File: src/rtl/core/seud_pkg.sv
// Shared types, constants and helper functions of the string unescape block.
// No dependencies; used by seud_dp, seud_ctrl and the top level.
`timescale 1ns / 1ps

package seud_pkg;

  // Default number of hex digits allowed inside \u{...}.
  localparam int MAX_HEX_DIGITS = 8;

  // Width of the per-transaction result index and count; covers brace, up to
  // sixteen digits and one trailing plain byte.
  localparam int IDX_W = 5;

  localparam logic [7:0] CH_QUOTE  = 8'h22;
  localparam logic [7:0] CH_APOS   = 8'h27;
  localparam logic [7:0] CH_BSLASH = 8'h5C;
  localparam logic [7:0] CH_LBRACE = 8'h7B;
  localparam logic [7:0] CH_RBRACE = 8'h7D;
  localparam logic [7:0] CH_LOW_U  = 8'h75;

  typedef enum logic [1:0] {
    KIND_NONE,
    KIND_BYTE,
    KIND_UTF8,
    KIND_REPLAY
  } emit_kind_e;

  // Datapath -> controller: result count of the byte on the input port.
  typedef struct packed {
    logic [IDX_W-1:0] len;
    logic             last;
  } dp_status_t;

  // Controller -> datapath.
  typedef struct packed {
    logic             accept;
    logic             load;
    logic [IDX_W-1:0] idx;
    logic             mark;
  } dp_cmd_t;

  // Number of UTF-8 bytes for a code value.
  function automatic logic [2:0] utf8_len(input logic [31:0] cp);
    logic [2:0] n;
    if (cp <= 32'h0000_007F) begin
      n = 3'd1;
    end else if (cp <= 32'h0000_07FF) begin
      n = 3'd2;
    end else if (cp <= 32'h0000_FFFF) begin
      n = 3'd3;
    end else begin
      n = 3'd4;
    end
    return n;
  endfunction

endpackage

File: src/rtl/core/string_escape_utf8_decoder.sv
// String literal unescaper: raw literal bytes in, decoded UTF-8 bytes out.
// Top level; instantiates seud_ctrl and seud_dp, uses seud_pkg.
//
// Input channel (in_valid_i / in_stall_o): one raw byte per transaction,
// in_last_i marks the final byte of the literal. Output channel
// (res_valid_o / res_stall_i): one result per transaction with out_byte_o,
// out_valid_o (0 on a bare end marker) and out_last_o.
// Sequencing: an input transaction is taken while the sequencer is idle; its
// results then leave the output register one per cycle while the receiver does
// not stall, the first once the sequencer has entered its emit state. A closed
// \u{...} gives up to 4 result bytes, a failed escape up to MaxHexDigits + 2.
// in_stall_o stays high while the results of a transaction are being sequenced.
// Reset (rst_ni low, asynchronous) returns the parser to seeking the opening
// quote and empties the output register. When the receiver stalls, the output
// register holds its result and the sequencer waits; a new input is taken as
// soon as the last result of the previous one is loaded.
`timescale 1ns / 1ps

module string_escape_utf8_decoder #(
  parameter int MaxHexDigits = seud_pkg::MAX_HEX_DIGITS
) (
  input  logic       clk_i,
  input  logic       rst_ni,
  input  logic       in_valid_i,
  output logic       in_stall_o,
  input  logic [7:0] in_byte_i,
  input  logic       in_last_i,
  output logic       res_valid_o,
  input  logic       res_stall_i,
  output logic [7:0] out_byte_o,
  output logic       out_valid_o,
  output logic       out_last_o
);

  // Command and status between sequencer and datapath.
  seud_pkg::dp_cmd_t    cmd;
  seud_pkg::dp_status_t status;

  // Sequencer: take input, walk the result index, drive output valid and last.
  seud_ctrl u_ctrl (
    .clk_i       (clk_i),
    .rst_ni      (rst_ni),
    .in_valid_i  (in_valid_i),
    .in_stall_o  (in_stall_o),
    .res_valid_o (res_valid_o),
    .res_stall_i (res_stall_i),
    .out_last_o  (out_last_o),
    .status_i    (status),
    .cmd_o       (cmd)
  );

  // Datapath: parse state, hex accumulator, digit buffer, result byte.
  seud_dp #(
    .MaxHexDigits (MaxHexDigits)
  ) u_dp (
    .clk_i       (clk_i),
    .rst_ni      (rst_ni),
    .cmd_i       (cmd),
    .status_o    (status),
    .in_byte_i   (in_byte_i),
    .in_last_i   (in_last_i),
    .out_byte_o  (out_byte_o),
    .out_valid_o (out_valid_o)
  );

endmodule

File: src/rtl/core/seud_dp.sv
// Datapath: parse mode, hex accumulator, digit buffer and result byte register.
// Depends on seud_pkg; driven by seud_ctrl through dp_cmd_t.
`timescale 1ns / 1ps

module seud_dp #(
  parameter int MaxHexDigits = seud_pkg::MAX_HEX_DIGITS
) (
  input  logic                 clk_i,
  input  logic                 rst_ni,
  input  seud_pkg::dp_cmd_t    cmd_i,
  output seud_pkg::dp_status_t status_o,
  input  logic [7:0]           in_byte_i,
  input  logic                 in_last_i,
  output logic [7:0]           out_byte_o,
  output logic                 out_valid_o
);

  localparam int CNT_W   = $clog2(MaxHexDigits + 1);
  localparam int PEND_AW = $clog2(MaxHexDigits);
  localparam int IDX_W   = seud_pkg::IDX_W;

  localparam logic [2:0] MODE_SEEK  = 3'd0;
  localparam logic [2:0] MODE_TEXT  = 3'd1;
  localparam logic [2:0] MODE_ESC   = 3'd2;
  localparam logic [2:0] MODE_UOPEN = 3'd3;
  localparam logic [2:0] MODE_HEX   = 3'd4;

  logic [2:0]             mode_q, mode_d;
  logic [31:0]            code_q, code_d;
  logic [CNT_W-1:0]       cnt_q, cnt_d;
  logic [7:0]             pend_q [MaxHexDigits];
  seud_pkg::emit_kind_e   kind_q, kind_d;
  logic [7:0]             val_q, val_d;
  logic [7:0]             out_byte_q, out_byte_d;
  logic                   out_vld_q, out_vld_d;

  logic                   pend_we;
  logic                   tail;
  logic                   is_bs;
  logic                   hex_ok;
  logic [3:0]             hex_v;
  logic                   esc_hit;
  logic [7:0]             esc_v;

  // Hex digit decode.
  always_comb begin
    hex_ok = 1'b1;
    hex_v  = 4'd0;
    if (in_byte_i inside {[8'h30:8'h39]}) begin
      hex_v = 4'(in_byte_i - 8'h30);
    end else if (in_byte_i inside {[8'h61:8'h66]}) begin
      hex_v = 4'(in_byte_i - 8'h57);
    end else if (in_byte_i inside {[8'h41:8'h46]}) begin
      hex_v = 4'(in_byte_i - 8'h37);
    end else begin
      hex_ok = 1'b0;
    end
  end

  // Single-character escapes.
  always_comb begin
    esc_hit = 1'b1;
    case (in_byte_i)
      8'h6E:   esc_v = 8'h0A;
      8'h74:   esc_v = 8'h09;
      8'h72:   esc_v = 8'h0D;
      8'h61:   esc_v = 8'h07;
      8'h62:   esc_v = 8'h08;
      8'h66:   esc_v = 8'h0C;
      8'h76:   esc_v = 8'h0B;
      8'h30:   esc_v = 8'h00;
      seud_pkg::CH_BSLASH: esc_v = seud_pkg::CH_BSLASH;
      seud_pkg::CH_APOS:   esc_v = seud_pkg::CH_APOS;
      seud_pkg::CH_QUOTE:  esc_v = seud_pkg::CH_QUOTE;
      default: begin
        esc_hit = 1'b0;
        esc_v   = 8'h00;
      end
    endcase
  end

  assign is_bs = (in_byte_i == seud_pkg::CH_BSLASH);

  // Parse step for the byte on the input port.
  always_comb begin
    mode_d  = mode_q;
    code_d  = code_q;
    cnt_d   = cnt_q;
    kind_d  = seud_pkg::KIND_NONE;
    val_d   = in_byte_i;
    pend_we = 1'b0;
    tail    = 1'b0;
    case (mode_q)
      MODE_SEEK: begin
        if (!in_last_i && in_byte_i == seud_pkg::CH_QUOTE) mode_d = MODE_TEXT;
      end
      MODE_TEXT: begin
        if (!in_last_i) begin
          if (is_bs) mode_d = MODE_ESC;
          else kind_d = seud_pkg::KIND_BYTE;
        end
      end
      MODE_ESC: begin
        mode_d = MODE_TEXT;
        if (esc_hit) begin
          kind_d = seud_pkg::KIND_BYTE;
          val_d  = esc_v;
        end else if (in_byte_i == seud_pkg::CH_LOW_U && !in_last_i) begin
          mode_d = MODE_UOPEN;
        end
      end
      MODE_UOPEN: begin
        if (in_byte_i == seud_pkg::CH_LBRACE && !in_last_i) begin
          mode_d = MODE_HEX;
          code_d = 32'd0;
          cnt_d  = '0;
        end else begin
          mode_d = MODE_TEXT;
          if (!in_last_i) begin
            if (is_bs) mode_d = MODE_ESC;
            else kind_d = seud_pkg::KIND_BYTE;
          end
        end
      end
      MODE_HEX: begin
        if (in_byte_i == seud_pkg::CH_RBRACE && cnt_q != '0) begin
          kind_d = seud_pkg::KIND_UTF8;
          mode_d = MODE_TEXT;
        end else if (hex_ok && !in_last_i && cnt_q < CNT_W'(MaxHexDigits)) begin
          pend_we = 1'b1;
          cnt_d   = cnt_q + CNT_W'(1);
          code_d  = {code_q[27:0], hex_v};
        end else begin
          // Failed escape: replay brace and digits, then the byte as text unless it is the final byte or a backslash.
          kind_d = seud_pkg::KIND_REPLAY;
          mode_d = MODE_TEXT;
          if (!in_last_i) begin
            if (is_bs) mode_d = MODE_ESC;
            else tail = 1'b1;
          end
        end
      end
      default: mode_d = MODE_SEEK;
    endcase
    if (in_last_i) mode_d = MODE_SEEK;
  end

  always_comb begin
    status_o.last = in_last_i;
    case (kind_d)
      seud_pkg::KIND_BYTE:   status_o.len = IDX_W'(1);
      seud_pkg::KIND_UTF8:   status_o.len = IDX_W'(seud_pkg::utf8_len(code_q));
      seud_pkg::KIND_REPLAY: status_o.len = IDX_W'(cnt_q) + IDX_W'(1) + IDX_W'(tail);
      default:               status_o.len = '0;
    endcase
  end

  always_ff @(posedge clk_i or negedge rst_ni) begin
    if (!rst_ni) begin
      mode_q <= MODE_SEEK;
      code_q <= 32'd0;
      cnt_q  <= '0;
    end else if (cmd_i.accept) begin
      mode_q <= mode_d;
      code_q <= code_d;
      cnt_q  <= cnt_d;
    end
  end

  always_ff @(posedge clk_i) begin
    if (cmd_i.accept) begin
      kind_q <= kind_d;
      val_q  <= val_d;
      if (pend_we) pend_q[cnt_q[PEND_AW-1:0]] <= in_byte_i;
    end
  end

  // Result byte selection for the current index.
  logic [2:0]         u_len;
  logic [1:0]         u_sh;
  logic [7:0]         u_lead;
  logic [5:0]         u_six;
  logic [IDX_W-1:0]   p_idx;

  assign u_len = seud_pkg::utf8_len(code_q);
  assign u_sh  = 2'(u_len - 3'd1 - cmd_i.idx[2:0]);
  assign p_idx = cmd_i.idx - IDX_W'(1);

  always_comb begin
    case (u_len)
      3'd1:    u_lead = code_q[7:0];
      3'd2:    u_lead = {3'b110, code_q[10:6]};
      3'd3:    u_lead = {4'b1110, code_q[15:12]};
      default: u_lead = 8'hF0 | code_q[25:18];
    endcase
    case (u_sh)
      2'd0:    u_six = code_q[5:0];
      2'd1:    u_six = code_q[11:6];
      2'd2:    u_six = code_q[17:12];
      default: u_six = code_q[23:18];
    endcase
  end

  always_comb begin
    out_vld_d  = 1'b1;
    out_byte_d = val_q;
    if (cmd_i.mark) begin
      out_vld_d  = 1'b0;
      out_byte_d = 8'h00;
    end else begin
      case (kind_q)
        seud_pkg::KIND_UTF8: begin
          out_byte_d = (cmd_i.idx == '0) ? u_lead : {2'b10, u_six};
        end
        seud_pkg::KIND_REPLAY: begin
          if (cmd_i.idx == '0) out_byte_d = seud_pkg::CH_LBRACE;
          else if (cmd_i.idx <= IDX_W'(cnt_q)) out_byte_d = pend_q[p_idx[PEND_AW-1:0]];
          else out_byte_d = val_q;
        end
        default: out_byte_d = val_q;
      endcase
    end
  end

  always_ff @(posedge clk_i) begin
    if (cmd_i.load) begin
      out_byte_q <= out_byte_d;
      out_vld_q  <= out_vld_d;
    end
  end

  assign out_byte_o  = out_byte_q;
  assign out_valid_o = out_vld_q;

endmodule

File: src/rtl/core/seud_ctrl.sv
// Controller: input handshake, result sequencing and output valid/last.
// Depends on seud_pkg; commands seud_dp through dp_cmd_t.
`timescale 1ns / 1ps

module seud_ctrl (
  input  logic                 clk_i,
  input  logic                 rst_ni,
  input  logic                 in_valid_i,
  output logic                 in_stall_o,
  output logic                 res_valid_o,
  input  logic                 res_stall_i,
  output logic                 out_last_o,
  input  seud_pkg::dp_status_t status_i,
  output seud_pkg::dp_cmd_t    cmd_o
);

  localparam int IDX_W = seud_pkg::IDX_W;

  localparam logic ST_IDLE = 1'b0;
  localparam logic ST_EMIT = 1'b1;

  logic             state_q, state_d;
  logic [IDX_W-1:0] idx_q, idx_d;
  logic [IDX_W-1:0] len_q, len_d;
  logic             mark_q, mark_d;
  logic             last_q, last_d;
  logic             res_valid_q, res_valid_d;
  logic             out_last_q, out_last_d;

  logic accept;
  logic load;
  logic final_idx;

  assign accept    = in_valid_i && (state_q == ST_IDLE);
  assign load      = (state_q == ST_EMIT) && (!res_valid_q || !res_stall_i);
  assign final_idx = (idx_q == len_q - IDX_W'(1));

  always_comb begin
    state_d    = state_q;
    idx_d      = idx_q;
    len_d      = len_q;
    mark_d     = mark_q;
    last_d     = last_q;
    out_last_d = out_last_q;
    case (state_q)
      ST_IDLE: begin
        if (accept && (status_i.len != '0 || status_i.last)) begin
          state_d = ST_EMIT;
          idx_d   = '0;
          mark_d  = (status_i.len == '0);
          len_d   = (status_i.len == '0) ? IDX_W'(1) : status_i.len;
          last_d  = status_i.last;
        end
      end
      ST_EMIT: begin
        if (load) begin
          idx_d      = idx_q + IDX_W'(1);
          out_last_d = last_q && final_idx;
          if (final_idx) state_d = ST_IDLE;
        end
      end
      default: state_d = ST_IDLE;
    endcase
  end

  always_comb begin
    if (load) res_valid_d = 1'b1;
    else if (!res_stall_i) res_valid_d = 1'b0;
    else res_valid_d = res_valid_q;
  end

  always_ff @(posedge clk_i or negedge rst_ni) begin
    if (!rst_ni) begin
      state_q     <= ST_IDLE;
      idx_q       <= '0;
      len_q       <= '0;
      mark_q      <= 1'b0;
      last_q      <= 1'b0;
      res_valid_q <= 1'b0;
      out_last_q  <= 1'b0;
    end else begin
      state_q     <= state_d;
      idx_q       <= idx_d;
      len_q       <= len_d;
      mark_q      <= mark_d;
      last_q      <= last_d;
      res_valid_q <= res_valid_d;
      out_last_q  <= out_last_d;
    end
  end

  assign in_stall_o  = (state_q != ST_IDLE);
  assign res_valid_o = res_valid_q;
  assign out_last_o  = out_last_q;

  assign cmd_o.accept = accept;
  assign cmd_o.load   = load;
  assign cmd_o.idx    = idx_q;
  assign cmd_o.mark   = mark_q;

endmodule

File: config.mk
export PLATFORM = sky130hd
export DESIGN_NAME = string_escape_utf8_decoder
export DESIGN_NICKNAME = d
export VERILOG_FILES = /design/src/rtl/core/seud_pkg.sv /design/src/rtl/core/string_escape_utf8_decoder.sv /design/src/rtl/core/seud_dp.sv /design/src/rtl/core/seud_ctrl.sv
export SDC_FILE = /design/constraint.sdc
export NUM_CORES = 1
export LEC_CHECK = 0
export ABC_AREA = 1
export ABC_CLOCK_PERIOD_IN_PS = 3400
export BUFFER_PORTS_ARGS = -buffer_cell sky130_fd_sc_hd__buf_2
export CAP_MARGIN = 10
export CELL_PAD_IN_SITES_DETAIL_PLACEMENT = 1
export CELL_PAD_IN_SITES_GLOBAL_PLACEMENT = 2
export CORE_MARGIN = 8
export CORE_UTILIZATION = 39
export CTS_CLUSTER_SIZE = 28
export DETAILED_ROUTE_END_ITERATION = 6
export PLACE_DENSITY = 0.87
export SLEW_MARGIN = 20
export SYNTH_ARGS = -nofsm -noshare
export SYNTH_HDL_FRONTEND = slang
export SYNTH_SLANG_ARGS = --single-unit
File: constraint.sdc
create_clock -name clk_i -period 3.4 [get_ports clk_i]
set_clock_uncertainty 0.15 [all_clocks]
set_input_delay 1.02 -clock clk_i [delete_from_list [all_inputs] [get_ports clk_i]]
set_output_delay 1.02 -clock clk_i [all_outputs]
set_load 0.05 [all_outputs]
* After elaboration in Yosys (flattened, before gate mapping)
Memories as Yosys holds them, arrays and structs flattened.
Index checks and enable logic that the tools add are counted.
** Word-level totals
- Logic and storage cells :: 174
- Bits in latches :: 0
- Register bits after elaboration :: 73
- Input bits :: 13
- Memory bits (writable) :: 64
- Output and inout port bits :: 12
- ROM bits :: 0
- Memories kept :: 1
** Memory list
- u_dp.pend_q :: depth 8, bits a word 8, rd ports 1, clocked after Yosys merged registers in 0, write ports 1, RTL line seud_dp.sv:31 : logic [7:0] pend_q [MaxHexDigits];
** Operators by class
- Reductions and logical operators :: 31
- Equality and inequality tests :: 38
- $mul :: 0
- Muxes and demuxes :: 67
- Bitwise gates (word level) :: 1
- $add $sub $neg :: 11
- Shift operators :: 0
- Div/mod/pow operators :: 0
- Magnitude comparators :: 11
** Operators with widths (number)
- 32-bit two-way mux :: 3
- 8-bit by 7-bit equality test with 1-bit output, second input constant :: 11
- 7-bit case mux with 10 select lines :: 1
- 32-bit case mux with 2 select lines :: 1
- 8-bit two-way mux :: 5
- 32-bit by 11-bit <= comparator with 1-bit output, second input constant :: 1
- 32-bit by 16-bit <= comparator with 1-bit output, second input constant :: 1
- 32-bit by 7-bit <= comparator with 1-bit output, second input constant :: 1
- 3-bit two-way mux :: 10
- 8-bit by 6-bit equality test with 1-bit output, second input constant :: 3
- 4-bit two-way mux :: 6
- 8-bit case mux with 3 select lines :: 1
- 1-bit two-way mux :: 23
- 6-bit case mux with 3 select lines :: 1
- 8-bit by 7-bit >= comparator with 1-bit output, second input constant :: 2
- 8-bit by 7-bit <= comparator with 1-bit output, second input constant :: 2
- 8-bit case mux with 2 select lines :: 1
- 5-bit two-way mux :: 3
- 3-bit case mux with 5 select lines :: 1
- 5-bit case mux with 3 select lines :: 1
- 1-bit logical AND :: 13
- 3-bit by 2-bit equality test with 1-bit output, second input constant :: 4
- 2-bit two-way mux :: 6
- 11-bit OR reduction :: 1
- other kinds (39) :: 57

* Logic depth before layout (Yosys ltp)
- Depth in word-level cells :: 17
- Mapped depth :: 21
- Depth with buffers taken out :: 21

* Hierarchy
A second synthesis with hierarchy kept.
** Second synthesis, totals
- Cells, all modules :: 834
- Area total of the unflattened synthesis :: 7516.0 um^2
** Modules (own cells, without submodules)
- seud_dp :: cells an instance 716, instances 1, sequential area each 3468.3 um^2, area an instance 6646.4 um^2
- seud_ctrl :: cells an instance 118, instances 1, sequential area each 375.4 um^2, area an instance 869.6 um^2

* Worst setup path before layout
No wires, ideal clock.
- Path type :: input -> register
- Start :: in in_byte_i[0]
- End :: mem u_dp.pend_q[0][0], enable pin
- Cell stages on the path :: 10
- Slack :: 0.043 ns
- Buffers on the path :: 0
- Data arrival time :: 2.824 ns
- Library setup time :: 0.383 ns
- Data required time :: 2.867 ns
- Path through :: inv_1 > ha_1 > inv_1 > nand3_1 > nand3_4 > nand2_4 > nand2_4 > nor3_2 > nand3_1 > nor3_1
** On the way
- Word-level cells in the longest chain between the ends :: 13
- Elaborated cells on any way between the ends :: 22
- Classes of those cells :: order compare (6); eq/ne (1); mux (9); reduce/logical (6)
** RTL lines
- from (decl) :: RTL line string_escape_utf8_decoder.sv:26 : input logic [7:0] in_byte_i,
- 8-bit by 7-bit >= comparator with 1-bit output or 8-bit by 7-bit <= comparator with 1-bit output (tied branches) :: RTL line seud_dp.sv:53 : end else if (in_byte_i inside {[8'h41:8'h46]}) begin
- 1-bit logical AND :: RTL line seud_dp.sv:53
- 1-bit two-way mux :: RTL line seud_dp.sv:53
- 1-bit two-way mux :: RTL line seud_dp.sv:51 : end else if (in_byte_i inside {[8'h61:8'h66]}) begin
- 1-bit two-way mux :: RTL line seud_dp.sv:49 : if (in_byte_i inside {[8'h30:8'h39]}) begin
- 1-bit logical AND (2 in series) :: RTL line seud_dp.sv:129 : end else if (hex_ok && !in_last_i && cnt_q < CNT_W'(MaxHexDigits)) begin
- 1-bit two-way mux :: RTL line seud_dp.sv:129
- 1-bit two-way mux * :: RTL line seud_dp.sv:126 : if (in_byte_i == seud_pkg::CH_RBRACE && cnt_q != '0) begin
- 1-bit two-way mux * :: RTL line seud_dp.sv:93 : case (mode_q)
- 1-bit two-way mux * :: RTL line seud_dp.sv:174 : if (pend_we) pend_q[cnt_q[PEND_AW-1:0]] <= in_byte_i;
- 1-bit two-way mux * :: RTL line seud_dp.sv:171 : if (cmd_i.accept) begin
- 1-bit two-way mux (implied by the code) * :: RTL line seud_dp.sv:174
- to (decl) :: RTL line seud_dp.sv:31
Mark *: on every way between the ends. The rest lies on a longest branch, timed or not.

* Final worst setup path
- Start :: in in_byte_i[1]
- End :: reg u_ctrl.idx_q[1]
** On the way
- Word-level cells in the longest chain between the ends :: 17
- Elaborated cells on any way between the ends :: 53
- Classes of those cells :: add/sub (1); order compare (6); eq/ne (17); mux (17); reduce/logical (12)
** RTL lines
- 8-bit by 7-bit >= comparator with 1-bit output or 8-bit by 7-bit <= comparator with 1-bit output (tied branches) :: RTL line seud_dp.sv:53
- 1-bit logical AND :: RTL line seud_dp.sv:53
- 1-bit two-way mux :: RTL line seud_dp.sv:53
- 1-bit two-way mux :: RTL line seud_dp.sv:51
- 1-bit two-way mux :: RTL line seud_dp.sv:49
- 1-bit logical AND (2 in series) :: RTL line seud_dp.sv:129
- 1-bit two-way mux or 2-bit two-way mux (tied branches) :: RTL line seud_dp.sv:129
- 1-bit two-way mux or 2-bit two-way mux (tied branches) :: RTL line seud_dp.sv:126
- 1-bit two-way mux or 2-bit case mux with 4 select lines (tied branches) :: RTL line seud_dp.sv:93
- 5-bit by 1-bit adder with 5-bit output (tied with other cells) :: RTL line seud_dp.sv:153 : seud_pkg::KIND_REPLAY: status_o.len = IDX_W'(cnt_q) + IDX_W'(1) + IDX_W'(tail);
- 5-bit case mux with 3 select lines * :: RTL line seud_dp.sv:150 : case (kind_d)
- 5-bit nonzero test * :: RTL line seud_ctrl.sv:47 : if (accept && (status_i.len != '0 || status_i.last)) begin
- 1-bit logical OR * :: RTL line seud_ctrl.sv:47
- 1-bit logical AND * :: RTL line seud_ctrl.sv:47
- 2-bit inequality test (no line) *
- 2-bit AND reduction (no line) *
- to (signal assigned) :: RTL line seud_ctrl.sv:83 : idx_q <= idx_d;
- to (decl) :: RTL line seud_ctrl.sv:23 : logic [IDX_W-1:0] idx_q, idx_d;
Marks and branches as above.
A chain may end at the register's enable or synchronous reset.

==> out/results.txt <==
GP Congestion = 0.928
Max Freq = 311 MHz
Fin Setup TNS = 0 ns
# hold bufs at CTS = 0
final total power = 7.46 mW
DRC Markers = 0
#FFs+latches synth = 137
ANT cells = 0
Hold Worst Slack = 0.309 ns
Hold Crit Class = in2async
CTS H-tree lvls = 4
Via Count = 6303
CP startpoint kind = input pin
peak supply drop = 0.376 mV
P_leak = 3.75 nW
PD cells = 852 mW/mm^2
DIE WIDTH = 153 um
Max Transition Viols Final = 0
die area = 0.0234 mm^2
Worst Path Required = 3.56 ns
HPWL after detailed placement = 17600 um
Max-Cap Viols = 0
nature of the critical path endpoint = flop
final worst path period need = 3.21 ns
Worst path slowest cell = ha_2
initial antenna violation count = 0
fin crit share = 94.5%
vias per cell = 5.50
Mapped Nets = 851
vias in the first global route = 6782
critical path class = in2reg
number of synthesized flops with an enable pin = 83
final wirelength = 23500 um
CP peak stage delay = 0.21 ns
post-synthesis sequential area ratio = 52.4%
FFs w/ async S/R, synth = 39.4%
gr ovfl total = 0
Clock Latency Late Sink = 0.42 ns
Fin. Hold Viols = 0
CP Buf/Inv Count = 4
Die H = 153 um
# rows = 50
post-route ant nets = 0
Iter 0 DRT Violations = 374
slew margin rel. = 64.0%
first-pass GRT wire length = 37600 um
worst slew pin tran = 0.537 ns
critical path, cell by cell = buf_2 > inv_2 > ha_2 > inv_1 > nor2_2 > nand2_2 > nor2_4 > nor2_4 > nand3_1 > ha_2 > inv_1 > ha_1 > xor2_1 > nand3_2 > nand2_2 > nor2_4 > nand3_2 > nand2_2 > nand3_2 > nand2_1 > nand2_1
Synth Cell Area = 0.00733 mm^2
routed len/inst = 20.5 um
Worst Path Arrival = 3.37 ns
CP delay by family, top = simple AND/OR/NAND/NOR gates
Initial Util = 39.5%
RSZ-0062 raised after global routing = false
final setup fails = 0
Clock transition at path regs = 0.06 ns
Max Root-Sink Buffers = 2
Clock Sinks = 137
Syn-to-layout area delta = 19.3%
io pins = 25
syn avg cell area = 8.93 um^2
Root Driver = clkbuf_16
DR pass1 iterations = 4
leading register cell type out of synthesis = edfxtp_1
largest net degree at the start of global routing = 39
outcome = finished clean
synthesized instance count = 821
CTS Buf Count = 17
core box area = 0.0186 mm^2
Total Routing Usage GR = 20.5%
nets = 930
worst-path maximum fanout = 5
synth warn = 0
CTS tree = built
Port Buf Inserts = 24
Synth cell types = 50
fraction of layout cells with a size suffix above 1 = 19.7%
==> cell families (layout without fill, tap and decap cells) <==
family / after synthesis / count (layout) / share of synthesized area (%)
xor gates and xnor gates: 14 / 14 / 1.67
and+or+nand+nor: 417 / 417 / 26.6
buffers and inverters: 98 / 190 / 5.36
adders and majority gates: 17 / 17 / 2.90
muxes: 1 / 1 / 0.137
DFF: 137 / 137 / 52.4
AOI/OAI and AO/OA: 137 / 137 / 11.0
==> cells in the final DEF, fill, tap and decap left out, drive strengths merged, types with 3 or more instances in the layout <==
cell | Yosys | final
bufinv | 0 | 4
a22oi | 3 | 3
edfxtp | 83 | 83
a21oi | 27 | 27
dfrtp | 54 | 54
xor2 | 8 | 8
nor2 | 69 | 69
nand3 | 102 | 102
nor3 | 14 | 14
a32oi | 3 | 3
o21ai | 72 | 72
clkbuf | 18 | 19
a31oi | 4 | 4
o211ai | 7 | 7
inv | 68 | 70
nand4 | 14 | 14
o31ai | 6 | 6
xnor2 | 6 | 6
ha | 17 | 17
buf | 8 | 86
nand2 | 217 | 217
clkinv | 4 | 10
==> synthesized netlist by cell type, types with 2 or more instances <==
| library cell | n | area share (%) |
|---|---|---|
| nand2_1 | 196 | 10 |
| nand3_1 | 95 | 6.5 |
| edfxtp_1 | 83 | 34 |
| inv_1 | 58 | 3.0 |
| o21ai_0 | 57 | 3.9 |
| nor2_1 | 55 | 2.8 |
| dfrtp_1 | 54 | 18 |
| a21oi_1 | 27 | 1.8 |
| nand2_2 | 18 | 1.5 |
| clkbuf_1 | 17 | 0.87 |
| ha_1 | 17 | 2.9 |
| o21ai_1 | 14 | 0.96 |
| nand4_1 | 12 | 1.0 |
| nor3_1 | 12 | 0.82 |
| inv_2 | 10 | 0.51 |
| nor2_2 | 8 | 0.68 |
| xor2_1 | 8 | 0.96 |
| o211ai_1 | 7 | 0.72 |
| nand3_2 | 6 | 0.82 |
| nor2_4 | 6 | 0.92 |
| o31ai_1 | 6 | 0.61 |
| xnor2_1 | 6 | 0.72 |
| a31oi_1 | 4 | 0.34 |
| buf_2 | 4 | 0.27 |
| clkinv_1 | 4 | 0.20 |
| a22oi_1 | 3 | 0.31 |
| a32oi_1 | 3 | 0.36 |
| buf_4 | 3 | 0.31 |
| nand2_4 | 3 | 0.46 |
| a32o_1 | 2 | 0.27 |
| nand4_2 | 2 | 0.34 |
| nor3_2 | 2 | 0.27 |
| o22ai_1 | 2 | 0.17 |
==> report_power, final <==
part / internal (mW) / leakage, nW / switching [mW]
logic: 0.998 / 2.00 / 2.25
clock network: 1.24 / 0.302 / 0.754
registers: 2.00 / 1.45 / 0.219
total: 4.24 / 3.75 / 3.22
==> sequential cells by signal, indices dropped and copies added (netlist names) <==
signal	count
u_dp.val_q	8
u_ctrl.mark_q	1
u_ctrl.len_q	5
u_ctrl.res_valid_o	1
u_dp.out_byte_o	8
u_ctrl.idx_q	5
u_ctrl.last_q	1
u_ctrl.in_stall_o	1
u_dp.mode_q	3
u_dp.out_valid_o	1
u_dp.pend_q	64
u_dp.cnt_q	4
u_dp.code_q	32
u_ctrl.out_last_o	1
u_dp.kind_q	2
==> routing by layer <==
layer	global-route usage, %	vias up	part of all wire [%]
met3	3.04	32	2.4
met1	25.6	3191	45
li1	-	2978	-
met5	0	-	0
met2	35.1	102	50
met4	8.34	0	2.8
==> final cells by class <==
class / instances / area [um^2]
clock buffer: 19 / 433
clock inverter: 13 / 194
fill: 2173 / 9830
inverter: 72 / 270
multi-input combinational: 586 / 3120
sequential: 137 / 3840
tap: 234 / 293
timing repair buffer: 86 / 598
==> worst paths after layout <==
check | from | endpoint | slack, ns | cells after the start
setup reg to reg | u_dp.code_q[29]$_DFFE_PN0P_ | u_dp.out_byte_o[2]$_SDFFCE_PP0P_ | 0.35 | 14
max in group asynchronous | rst_ni | u_dp.code_q[25]$_DFFE_PN0P_ | 2.09 | 2
setup / recovery | in_byte_i[1] | u_ctrl.idx_q[1]$_DFFE_PN0P_ | 0.19 | 21
hold / removal | rst_ni | u_dp.cnt_q[2]$_DFFE_PN0P_ | 0.31 | 1
min in group clk_i | u_ctrl.out_last_o$_DFFE_PN0P_ | u_ctrl.out_last_o$_DFFE_PN0P_ | 0.33 | 2
hold reg to reg | u_ctrl.out_last_o$_DFFE_PN0P_ | u_ctrl.out_last_o$_DFFE_PN0P_ | 0.33 | 2
==> through the flow <==
step / utilization, % / cells / worst slack [ns] / instance area [um^2]
2_1_floorplan: - / 821 / 0.0430 / 7330
3_3_place_gp: 43.6 / 1115 / -0.145 / 8100
3_5_place_dp: 43.6 / 1115 / -0.376 / 8100
4_1_cts: 47.0 / 1147 / 0.0586 / 8730
5_1_grt: 47.1 / 1147 / 0.0156 / 8750
6_report: 47.1 / 1147 / 0.188 / 8750
==> what timing repair did <==
item,CTS,global route
gates resized for setup,0,8
hold endpoints to repair,0,0
setup endpoints to repair,0,13
setup buffers,0,0
(Power assumes the default switching activity.)
